[src/rtl/asls_pkg.sv]
// Shared widths, codes and handshake structs for the ADC speed LED scanner.
// No dependencies; every other file in rtl/ imports this package.
package asls_pkg;

    localparam int LED_COUNT   = 8;
    localparam int SAMPLE_BITS = 12;

    localparam int SAMPLE_W = SAMPLE_BITS;
    localparam int LEVEL_W  = SAMPLE_BITS + 1;
    localparam int SUM_W    = LEVEL_W + 1;
    localparam int CNT_W    = 16;
    localparam int ZONE_W   = 12;
    localparam int SPEED_W  = 16;
    localparam int CMD_W    = 2;
    localparam int CFG_IDX_W  = 2;
    localparam int CFG_DATA_W = 16;

    localparam int DIV_W     = (LEVEL_W > CNT_W) ? LEVEL_W : CNT_W;
    localparam int DIV_CNT_W = $clog2(DIV_W);

    // average update: floor(sum / 5) as (sum * ceil(2^22 / 5)) >> 22, exact for sum < 2^22
    localparam int AVG_SUM_W   = SAMPLE_W + 3;
    localparam int AVG_SHIFT   = 22;
    localparam int AVG_RECIP_W = AVG_SHIFT - 2;
    localparam int AVG_PROD_W  = AVG_SUM_W + AVG_RECIP_W;
    localparam logic [AVG_RECIP_W-1:0] AVG_RECIP = AVG_RECIP_W'((2**AVG_SHIFT + 4) / 5);

    localparam logic [LEVEL_W-1:0]   LEVEL_TOP  = LEVEL_W'(1) << SAMPLE_W;
    localparam logic [LED_COUNT-1:0] LED_LOW    = LED_COUNT'(1);
    localparam logic [LED_COUNT-1:0] LED_HIGH   = LED_COUNT'(1) << (LED_COUNT - 1);
    localparam logic [CNT_W-1:0]     CNT_RESET  = CNT_W'(10);

    localparam logic [ZONE_W-1:0]  DEADBAND_RESET = ZONE_W'(13);
    localparam logic [ZONE_W-1:0]  UPPER_RESET    = ZONE_W'(4092);
    localparam logic [ZONE_W-1:0]  LOWER_RESET    = ZONE_W'(20);
    localparam logic [SPEED_W-1:0] SPEED_RESET    = SPEED_W'(40000);

    localparam logic [CMD_W-1:0] CMD_SAMPLE = 2'd0;
    localparam logic [CMD_W-1:0] CMD_TICK   = 2'd1;
    localparam logic [CMD_W-1:0] CMD_TOGGLE = 2'd2;

    localparam logic [CFG_IDX_W-1:0] CFG_DEADBAND = 2'd0;
    localparam logic [CFG_IDX_W-1:0] CFG_UPPER    = 2'd1;
    localparam logic [CFG_IDX_W-1:0] CFG_LOWER    = 2'd2;
    localparam logic [CFG_IDX_W-1:0] CFG_SPEED    = 2'd3;

    typedef struct packed {
        logic             start;
        logic [DIV_W-1:0] dividend;
        logic [DIV_W-1:0] divisor;
    } t_div_req;

    typedef struct packed {
        logic             done;
        logic [DIV_W-1:0] quotient;
    } t_div_rsp;

endpackage

[src/rtl/asls_if.sv]
// Valid/ready channel interfaces: input items, result items, register writes.
// Depends on asls_pkg for field widths.
interface asls_in_if;
    import asls_pkg::*;
    logic                valid;
    logic                ready;
    logic [CMD_W-1:0]    command;
    logic [SAMPLE_W-1:0] sample;
    modport source (output valid, command, sample, input ready);
    modport sink   (input valid, command, sample, output ready);
endinterface

interface asls_out_if;
    import asls_pkg::*;
    logic                 valid;
    logic                 ready;
    logic [LED_COUNT-1:0] led_pattern;
    logic [LEVEL_W-1:0]   level;
    logic                 level_updated;
    logic                 stepped;
    modport source (output valid, led_pattern, level, level_updated, stepped, input ready);
    modport sink   (input valid, led_pattern, level, level_updated, stepped, output ready);
endinterface

interface asls_cfg_if;
    import asls_pkg::*;
    logic                  valid;
    logic                  ready;
    logic [CFG_IDX_W-1:0]  index;
    logic [CFG_DATA_W-1:0] data;
    modport source (output valid, index, data, input ready);
    modport sink   (input valid, index, data, output ready);
endinterface

[src/rtl/adc_speed_led_scanner.sv]
// Top level of the ADC speed LED scanner: sequencer, state and output register.
// Depends on asls_pkg, the interfaces in asls_if.sv and the divider asls_div.
//
// Usage:
//   i_in_chan  : one transaction per item; command 0 = ADC sample, 1 = timer tick,
//                2 = run toggle, 3 = report only. sample is read on command 0.
//   o_out_chan : exactly one result transaction per item, in order.
//   i_cfg_chan : register writes (0 deadband, 1 upper zone, 2 lower zone,
//                3 speed numerator), always ready; write only while idle.
// Sequence:
//   A tick whose countdown expires runs the divider (DIV_W = 16 quotient bits)
//   in S_DIV before S_FIN registers its result; the next item can be taken in
//   the cycle after that. Other items go from S_IDLE straight to S_FIN.
//   One item is in flight at a time; ready is low while it is being worked.
// Reset: synchronous, active low; registers return to their defaults, the LED
//   row is dark, the countdown is 10 and the scanner is running.
// Stall: a result waits in the output register; the next item can be accepted
//   meanwhile but its result is held back until the register frees up.
module adc_speed_led_scanner (
    input  logic       i_clk,
    input  logic       i_rst_n,
    asls_in_if.sink    i_in_chan,
    asls_out_if.source o_out_chan,
    asls_cfg_if.sink   i_cfg_chan
);
    import asls_pkg::*;

    typedef enum logic [1:0] {
        S_IDLE,
        S_DIV,
        S_FIN
    } t_state;

    t_state r_state;

    logic [ZONE_W-1:0]  r_deadband;
    logic [ZONE_W-1:0]  r_upper;
    logic [ZONE_W-1:0]  r_lower;
    logic [SPEED_W-1:0] r_speed;

    logic [SAMPLE_W-1:0]  r_avg;
    logic [LEVEL_W-1:0]   r_level;
    logic [CNT_W-1:0]     r_cnt;
    logic                 r_pend;
    logic                 r_run;
    logic [LED_COUNT-1:0] r_led;
    logic                 r_up;

    logic [CMD_W-1:0]     r_cmd;
    logic [SAMPLE_W-1:0]  r_sample;
    logic [AVG_SUM_W-1:0] r_sum;

    logic                 r_out_valid;
    logic [LED_COUNT-1:0] r_out_led;
    logic [LEVEL_W-1:0]   r_out_level;
    logic                 r_out_upd;
    logic                 r_out_stp;

    logic [SAMPLE_W-1:0]  n_avg;
    logic [LEVEL_W-1:0]   n_level;
    logic [CNT_W-1:0]     n_cnt;
    logic                 n_pend;
    logic                 n_run;
    logic [LED_COUNT-1:0] n_led;
    logic                 n_up;
    logic                 upd;
    logic                 stp;

    logic                  in_acc;
    logic                  out_free;
    logic                  fin_go;
    logic                  expiring;
    logic [AVG_PROD_W-1:0] avg_prod;
    t_div_req              div_req;
    t_div_rsp              div_rsp;

    asls_div u_div (
        .i_clk   (i_clk),
        .i_rst_n (i_rst_n),
        .i_req   (div_req),
        .o_rsp   (div_rsp)
    );

    assign i_in_chan.ready  = (r_state == S_IDLE);
    assign i_cfg_chan.ready = 1'b1;
    assign in_acc   = i_in_chan.valid && (r_state == S_IDLE);
    assign out_free = !r_out_valid || o_out_chan.ready;
    assign fin_go   = (r_state == S_FIN) && out_free;
    assign expiring = (r_cnt <= CNT_W'(1));

    always_comb begin
        div_req.start    = in_acc && (i_in_chan.command == CMD_TICK) && expiring;
        div_req.dividend = DIV_W'(r_speed);
        div_req.divisor  = DIV_W'(r_level) + DIV_W'(2);
    end

    always_comb begin
        avg_prod = AVG_PROD_W'(r_sum) * AVG_PROD_W'(AVG_RECIP);
        n_avg   = r_avg;
        n_level = r_level;
        n_cnt   = r_cnt;
        n_pend  = r_pend;
        n_run   = r_run;
        n_led   = r_led;
        n_up    = r_up;
        upd     = 1'b0;
        stp     = 1'b0;
        unique case (r_cmd)
            CMD_SAMPLE: begin
                n_avg = avg_prod[AVG_SHIFT +: SAMPLE_W];
                if ((SUM_W'(n_avg) > SUM_W'(r_level) + SUM_W'(r_deadband)) ||
                    (SUM_W'(n_avg) + SUM_W'(r_deadband) < SUM_W'(r_level))) begin
                    n_level = LEVEL_W'(n_avg);
                    upd     = 1'b1;
                end else if (SUM_W'(r_sample) > SUM_W'(r_upper)) begin
                    n_level = LEVEL_TOP;
                    upd     = 1'b1;
                end else if (SUM_W'(r_sample) < SUM_W'(r_lower)) begin
                    n_level = '0;
                    upd     = 1'b1;
                end
            end
            CMD_TICK: begin
                if (expiring) begin
                    n_cnt  = div_rsp.quotient[CNT_W-1:0];
                    n_pend = 1'b1;
                end else begin
                    n_cnt = r_cnt - 1'b1;
                end
                stp = r_run && n_pend;
            end
            CMD_TOGGLE: begin
                n_run = !r_run;
                stp   = n_run && r_pend;
            end
            default: begin
            end
        endcase
        if (stp) begin
            n_pend = 1'b0;
            if (r_led == '0) begin
                n_led = LED_LOW;
            end else if (r_up) begin
                if (r_led != LED_HIGH) begin
                    n_led = r_led << 1;
                end else begin
                    n_up  = 1'b0;
                    n_led = r_led >> 1;
                end
            end else begin
                if (r_led != LED_LOW) begin
                    n_led = r_led >> 1;
                end else begin
                    n_up  = 1'b1;
                    n_led = r_led << 1;
                end
            end
        end
    end

    always_ff @(posedge i_clk) begin
        if (!i_rst_n) begin
            r_state     <= S_IDLE;
            r_out_valid <= 1'b0;
            r_avg       <= '0;
            r_level     <= '0;
            r_cnt       <= CNT_RESET;
            r_pend      <= 1'b0;
            r_run       <= 1'b1;
            r_led       <= '0;
            r_up        <= 1'b1;
        end else begin
            if (fin_go) begin
                r_out_valid <= 1'b1;
            end else if (o_out_chan.ready) begin
                r_out_valid <= 1'b0;
            end
            unique case (r_state)
                S_IDLE: begin
                    if (in_acc) begin
                        r_state <= div_req.start ? S_DIV : S_FIN;
                    end
                end
                S_DIV: begin
                    if (div_rsp.done) begin
                        r_state <= S_FIN;
                    end
                end
                S_FIN: begin
                    if (out_free) begin
                        r_state <= S_IDLE;
                        r_avg   <= n_avg;
                        r_level <= n_level;
                        r_cnt   <= n_cnt;
                        r_pend  <= n_pend;
                        r_run   <= n_run;
                        r_led   <= n_led;
                        r_up    <= n_up;
                    end
                end
                default: begin
                    r_state <= S_IDLE;
                end
            endcase
        end
    end

    always_ff @(posedge i_clk) begin
        if (in_acc) begin
            r_cmd    <= i_in_chan.command;
            r_sample <= i_in_chan.sample;
            r_sum    <= AVG_SUM_W'(i_in_chan.sample) + (AVG_SUM_W'(r_avg) << 2);
        end
        if (fin_go) begin
            r_out_led   <= n_led;
            r_out_level <= n_level;
            r_out_upd   <= upd;
            r_out_stp   <= stp;
        end
    end

    always_ff @(posedge i_clk) begin
        if (!i_rst_n) begin
            r_deadband <= DEADBAND_RESET;
            r_upper    <= UPPER_RESET;
            r_lower    <= LOWER_RESET;
            r_speed    <= SPEED_RESET;
        end else if (i_cfg_chan.valid) begin
            unique case (i_cfg_chan.index)
                CFG_DEADBAND: r_deadband <= i_cfg_chan.data[ZONE_W-1:0];
                CFG_UPPER:    r_upper    <= i_cfg_chan.data[ZONE_W-1:0];
                CFG_LOWER:    r_lower    <= i_cfg_chan.data[ZONE_W-1:0];
                CFG_SPEED:    r_speed    <= i_cfg_chan.data[SPEED_W-1:0];
                default: begin
                end
            endcase
        end
    end

    assign o_out_chan.valid         = r_out_valid;
    assign o_out_chan.led_pattern   = r_out_led;
    assign o_out_chan.level         = r_out_level;
    assign o_out_chan.level_updated = r_out_upd;
    assign o_out_chan.stepped       = r_out_stp;

endmodule

[src/rtl/asls_div.sv]
// Restoring radix-2 divider, one quotient bit per cycle.
// The sequencer's divider for the step reload (speed over level plus two). Uses asls_pkg.
module asls_div (
    input  logic               i_clk,
    input  logic               i_rst_n,
    input  asls_pkg::t_div_req i_req,
    output asls_pkg::t_div_rsp o_rsp
);
    import asls_pkg::*;

    localparam logic [DIV_CNT_W-1:0] LAST_STEP = DIV_CNT_W'(DIV_W - 1);

    logic [DIV_W:0]       r_rem;
    logic [DIV_W-1:0]     r_quo;
    logic [DIV_W-1:0]     r_div;
    logic [DIV_CNT_W-1:0] r_cnt;
    logic                 r_busy;
    logic                 r_done;

    logic [DIV_W:0]   rem_sh;
    logic             fits;
    logic [DIV_W:0]   n_rem;
    logic [DIV_W-1:0] n_quo;

    always_comb begin
        rem_sh = {r_rem[DIV_W-1:0], r_quo[DIV_W-1]};
        fits   = rem_sh >= {1'b0, r_div};
        n_rem  = fits ? rem_sh - {1'b0, r_div} : rem_sh;
        n_quo  = {r_quo[DIV_W-2:0], fits};
    end

    always_ff @(posedge i_clk) begin
        if (!i_rst_n) begin
            r_busy <= 1'b0;
            r_done <= 1'b0;
            r_cnt  <= '0;
        end else begin
            r_done <= r_busy && !i_req.start && (r_cnt == LAST_STEP);
            if (i_req.start) begin
                r_busy <= 1'b1;
                r_cnt  <= '0;
            end else if (r_busy) begin
                r_cnt <= r_cnt + 1'b1;
                if (r_cnt == LAST_STEP) begin
                    r_busy <= 1'b0;
                end
            end
        end
    end

    always_ff @(posedge i_clk) begin
        if (i_req.start) begin
            r_rem <= '0;
            r_quo <= i_req.dividend;
            r_div <= i_req.divisor;
        end else if (r_busy) begin
            r_rem <= n_rem;
            r_quo <= n_quo;
        end
    end

    assign o_rsp.done     = r_done;
    assign o_rsp.quotient = r_quo;

endmodule

[src/flat_wrapper.sv]
// flat-port wrapper written by rule: the top's interface ports become plain ports
module adc_speed_led_scanner_flat import asls_pkg::*;
  (i_clk, i_rst_n, i_in_chan_valid, i_in_chan_command, i_in_chan_sample, i_in_chan_ready, o_out_chan_valid, o_out_chan_led_pattern, o_out_chan_level, o_out_chan_level_updated, o_out_chan_stepped, o_out_chan_ready, i_cfg_chan_valid, i_cfg_chan_index, i_cfg_chan_data, i_cfg_chan_ready);
  asls_in_if i_in_chan_i ();
  asls_out_if o_out_chan_i ();
  asls_cfg_if i_cfg_chan_i ();
  input  logic i_clk;
  input  logic i_rst_n;
  input wire logic [$bits(i_in_chan_i.valid)-1:0] i_in_chan_valid;
  input wire logic [$bits(i_in_chan_i.command)-1:0] i_in_chan_command;
  input wire logic [$bits(i_in_chan_i.sample)-1:0] i_in_chan_sample;
  output wire logic [$bits(i_in_chan_i.ready)-1:0] i_in_chan_ready;
  output wire logic [$bits(o_out_chan_i.valid)-1:0] o_out_chan_valid;
  output wire logic [$bits(o_out_chan_i.led_pattern)-1:0] o_out_chan_led_pattern;
  output wire logic [$bits(o_out_chan_i.level)-1:0] o_out_chan_level;
  output wire logic [$bits(o_out_chan_i.level_updated)-1:0] o_out_chan_level_updated;
  output wire logic [$bits(o_out_chan_i.stepped)-1:0] o_out_chan_stepped;
  input wire logic [$bits(o_out_chan_i.ready)-1:0] o_out_chan_ready;
  input wire logic [$bits(i_cfg_chan_i.valid)-1:0] i_cfg_chan_valid;
  input wire logic [$bits(i_cfg_chan_i.index)-1:0] i_cfg_chan_index;
  input wire logic [$bits(i_cfg_chan_i.data)-1:0] i_cfg_chan_data;
  output wire logic [$bits(i_cfg_chan_i.ready)-1:0] i_cfg_chan_ready;
  assign i_in_chan_i.valid = i_in_chan_valid;
  assign i_in_chan_i.command = i_in_chan_command;
  assign i_in_chan_i.sample = i_in_chan_sample;
  assign i_in_chan_ready = i_in_chan_i.ready;
  assign o_out_chan_valid = o_out_chan_i.valid;
  assign o_out_chan_led_pattern = o_out_chan_i.led_pattern;
  assign o_out_chan_level = o_out_chan_i.level;
  assign o_out_chan_level_updated = o_out_chan_i.level_updated;
  assign o_out_chan_stepped = o_out_chan_i.stepped;
  assign o_out_chan_i.ready = o_out_chan_ready;
  assign i_cfg_chan_i.valid = i_cfg_chan_valid;
  assign i_cfg_chan_i.index = i_cfg_chan_index;
  assign i_cfg_chan_i.data = i_cfg_chan_data;
  assign i_cfg_chan_ready = i_cfg_chan_i.ready;
  adc_speed_led_scanner u_core (.i_clk(i_clk), .i_rst_n(i_rst_n), .i_in_chan(i_in_chan_i), .o_out_chan(o_out_chan_i), .i_cfg_chan(i_cfg_chan_i));
endmodule
[config.mk]
export PLATFORM = sky130hd
export DESIGN_NAME = adc_speed_led_scanner_flat
export DESIGN_NICKNAME = d
export VERILOG_FILES = /design/src/rtl/asls_pkg.sv /design/src/rtl/asls_if.sv /design/src/rtl/adc_speed_led_scanner.sv /design/src/rtl/asls_div.sv /design/src/flat_wrapper.sv
export SDC_FILE = /design/constraint.sdc
export NUM_CORES = 1
export LEC_CHECK = 0
export BUFFER_PORTS_ARGS = -buffer_cell sky130_fd_sc_hd__buf_2
export CORE_ASPECT_RATIO = 1.5
export CORE_MARGIN = 1
export CORE_UTILIZATION = 25
export CTS_CLUSTER_DIAMETER = 100
export DETAILED_ROUTE_END_ITERATION = 12
export PLACE_DENSITY = 0.43
export SLEW_MARGIN = 10
export SYNTH_ARGS = -nofsm -noshare
export SYNTH_HDL_FRONTEND = slang
export SYNTH_SLANG_ARGS = --single-unit
[constraint.sdc]
create_clock -name i_clk -period 11.5 [get_ports i_clk]
set_input_delay 0 -clock i_clk [delete_from_list [all_inputs] [get_ports i_clk]]
set_output_delay 0 -clock i_clk [all_outputs]
set_load 0.03 [all_outputs]
==> summary.md <==
| Metric | Value |
|---|---|
| FILL cells | 6,606 |
| Total CTS buffers | 24 |
| TritonCTS clock tree | yes |
| Synth Net Count | 2,022 |
| Most frequent CP cell | a21o_1 |
| Avg Inst Size Synth | 9.30 µm² |
| #FFs+latches synth | 209 |
| Drt wl/cell | 16.5 µm |
| Register area share after synthesis | 0.317 |
| Setup TNS | 0 ns |
| CP Launch Type | register |
| Via count | 11,941 |
| Area delta synth->final | 14.8% |
| Nets | 2,109 |
| Inserted Diodes | 0 |
| CP max stage delay | 0.83 ns |
| CTS root buf | clkbuf_16 |
| Die span in x | 207 µm |
| Max cap viols | 0 |
| Total grt overflow | 0 |
| Commonest cells after routing, fill and taps aside | 219 x ha_1, 210 x inv_1, 190 x nand2_1, 129 x dfxtp_1, 95 x nor2_1 |
| HPWL Detailed | 34.4 mm |
| Setup Skew | 0.0261 ns |
| Fraction of the cycle the final worst path needs | 0.860 |
| Share of layout cells above drive strength 1 | 0.0857 |
| GRT Total Usage | 0.137 |
| Vias in the first global route | 12,596 |
| Endpoint type of the worst setup path | register |
| Slowest CP cell | o21ai_1 |
| Antenna Violating Nets Remaining | 0 |
| Worst rel slew slack | 0.286 |
| Number of remaining DRC errors | 5 |
| Largest net degree at the start of global routing | 104 |
| FF/Latch Area | 0.00498 mm² |
| Number of post-CTS setup repair buffers | 0 |
| Reg clk slew, reported paths | 0.07 ns |
| Synth cell types | 74 |
| Commonest non-fill, non-tap cell in the layout | ha_1 |
| RSZ-0062 raised after global routing | no |
| Gpl congestion | 0.841 |
| Worst-margin pin slew | 1.06 ns |
| Minimum clock period after layout | 9.90 ns |
| Synthesized cell area | 0.0157 mm² |
| Core area | 0.0622 mm² |
| Number of failing hold endpoints at the final stage | 0 |
| Async set or reset register ratio after synthesis | 0 |
| Routed WL | 42.9 mm |
| Initial antenna violation count | 0 |
| Arr. time, crit path | 10.29 ns |
| Synthesized instance count | 1,693 |
| Max clock buf depth | 3 |
| Die ar. | 0.0640 mm² |
| Failing checks | DRC |
| First-pass GRT wire length | 68.1 mm |
| Synth warn | 0 |
| Top_reg_cell synth | dfxtp_1 |
| I/O Buffers | 61 |
| Crit-path max FO | 13 |
| Vert. Die Dim | 309 µm |
| Row Count | 112 |
| Clock latency on the worst-skew pair | 0.55 ns |
| Starting Density | 0.253 |
| Data required time of the critical path | 11.89 ns |
| Pre-antenna DRT Iters | 11 |
| Post-synth EDFFs | 80 |
| H-tree levels | 1 |
| FMAX | 0.101 GHz |
| Final setup violating endpoints | 0 |
| Vias per cell | 4.60 |
| Setup CP Type | register to register |
| I/O pins | 63 |
| Final Max Slew Viols | 0 |
| Status | finished, violations left |
| Clk sinks | 209 |
| DRT iter0 DRCs | 435 |
| Multi-input gate area | 0.00975 mm² |
| Type of the worst min-delay path | input port to register |
[state kept, by name, indices dropped and copies added, names as in the netlist, 13 cells and up]
name,cells
u_core.u_div.r_rem,16
u_core.u_div.r_quo,16
u_core.o_out_chan.level,13
u_core.r_level,13
u_core.r_speed,16
u_core.r_cnt,16
u_core.r_sum,15
u_core.u_div.r_div,14
[critical path: cells and delay by family (launching register included)]
family                     cells  cell delay, ns
xor gates and xnor gates       2            0.49
AOI/OAI and AO/OA             16            4.17
DFF                            1            0.48
adders and majority gates      9            3.82
and+or+nand+nor                3            0.47
buffers and inverters          4            0.27
[metal layers]
metal | part of all wire | vias to the layer above | wire length [µm] | global-route usage
met5 | 0 | - | 0 | 0
met4 | 0.039 | 0 | 1670 | 0.0575
met3 | 0.020 | 73 | 872 | 0.0118
met2 | 0.57 | 164 | 24300 | 0.278
met1 | 0.37 | 5667 | 16100 | 0.139
li1 | - | 6037 | - | -
[per-stage QoR]
step	utilization	hold WS (ns)	worst slack, ns	instance area, µm²	std cells
after floorplan	-	0.0989	2.90	15700	1693
after global placement	0.272	0.192	1.70	16900	2515
after detailed placement	0.272	0.182	1.57	16900	2515
after CTS	0.291	0.0274	1.54	18100	2596
after global routing	0.291	0.0810	0.831	18100	2596
final	0.291	0.0525	1.60	18100	2596
[cells in the mapped netlist, types with 5 or more instances]
library cell / count / area share
mux2i_1: 19 / 0.012
fa_1: 73 / 0.093
o211ai_1: 21 / 0.010
nor2_1: 95 / 0.023
o22ai_1: 5 / 0.0020
nand4_1: 14 / 0.0056
nor3_1: 21 / 0.0067
a21o_1: 32 / 0.015
nand2_1: 190 / 0.045
nor3b_1: 5 / 0.0024
and2_1: 13 / 0.0052
edfxtp_1: 80 / 0.15
o21ai_1: 7 / 0.0022
clkbuf_1: 37 / 0.0088
dfxtp_1: 129 / 0.16
and3_1: 16 / 0.0064
buf_2: 9 / 0.0029
ha_1: 219 / 0.17
xnor2_1: 39 / 0.022
or2_2: 11 / 0.0044
o21ai_0: 78 / 0.025
a21boi_0: 55 / 0.026
nand2b_1: 13 / 0.0052
o31ai_1: 5 / 0.0024
xor2_1: 20 / 0.011
o21a_1: 14 / 0.0067
nor2b_1: 17 / 0.0068
a211oi_1: 23 / 0.011
a22o_1: 20 / 0.011
mux2_2: 17 / 0.012
a22oi_1: 7 / 0.0033
a21oi_1: 73 / 0.023
a31oi_1: 6 / 0.0024
inv_1: 210 / 0.050
nand3_1: 31 / 0.0099
or3_1: 11 / 0.0044
[logic make-up after synthesis]
family	Yosys count	synth area share
simple gates	456	0.135
xor+xnor	59	0.0328
mux	36	0.0242
fa+ha+maj	292	0.267
flops	209	0.317
other cells	1	0.000238
compound gates	379	0.160
buf+inv	261	0.0641
[layout make-up]
type | instances | share of cell area
clock buffers | 32 | 0.0354
clock inverters | 12 | 0.00789
inverters | 211 | 0.0438
multi-input cells | 1223 | 0.539
flip-flops and latches | 209 | 0.276
well taps | 798 | 0.0552
repair buffers | 111 | 0.0428
[worst paths after layout]
check | slack [ns] | start | end | cells after the start
max | 1.60 | u_core.r_sum[9] | u_core.o_out_chan.level[4] | 34
min | 0.05 | i_cfg_chan_valid | u_core.r_upper[0] | 5
max reg2reg | 1.60 | u_core.r_sum[9] | u_core.o_out_chan.level[4] | 34
min reg2reg | 0.47 | u_core.r_speed[12] | u_core.r_speed[12] | 2
[what timing repair did]
action / 4_1_cts / 5_1_grt
endpoints found under the setup margin: 0 / 0
resized for setup: 0 / 0
endpoints found under the hold margin: 77 / 0
hold buffers: 37 / 0
Power is left out: the tool's default activity adds up to more than one toggle a clock period on the data nets, which glitch-free logic cannot reach.
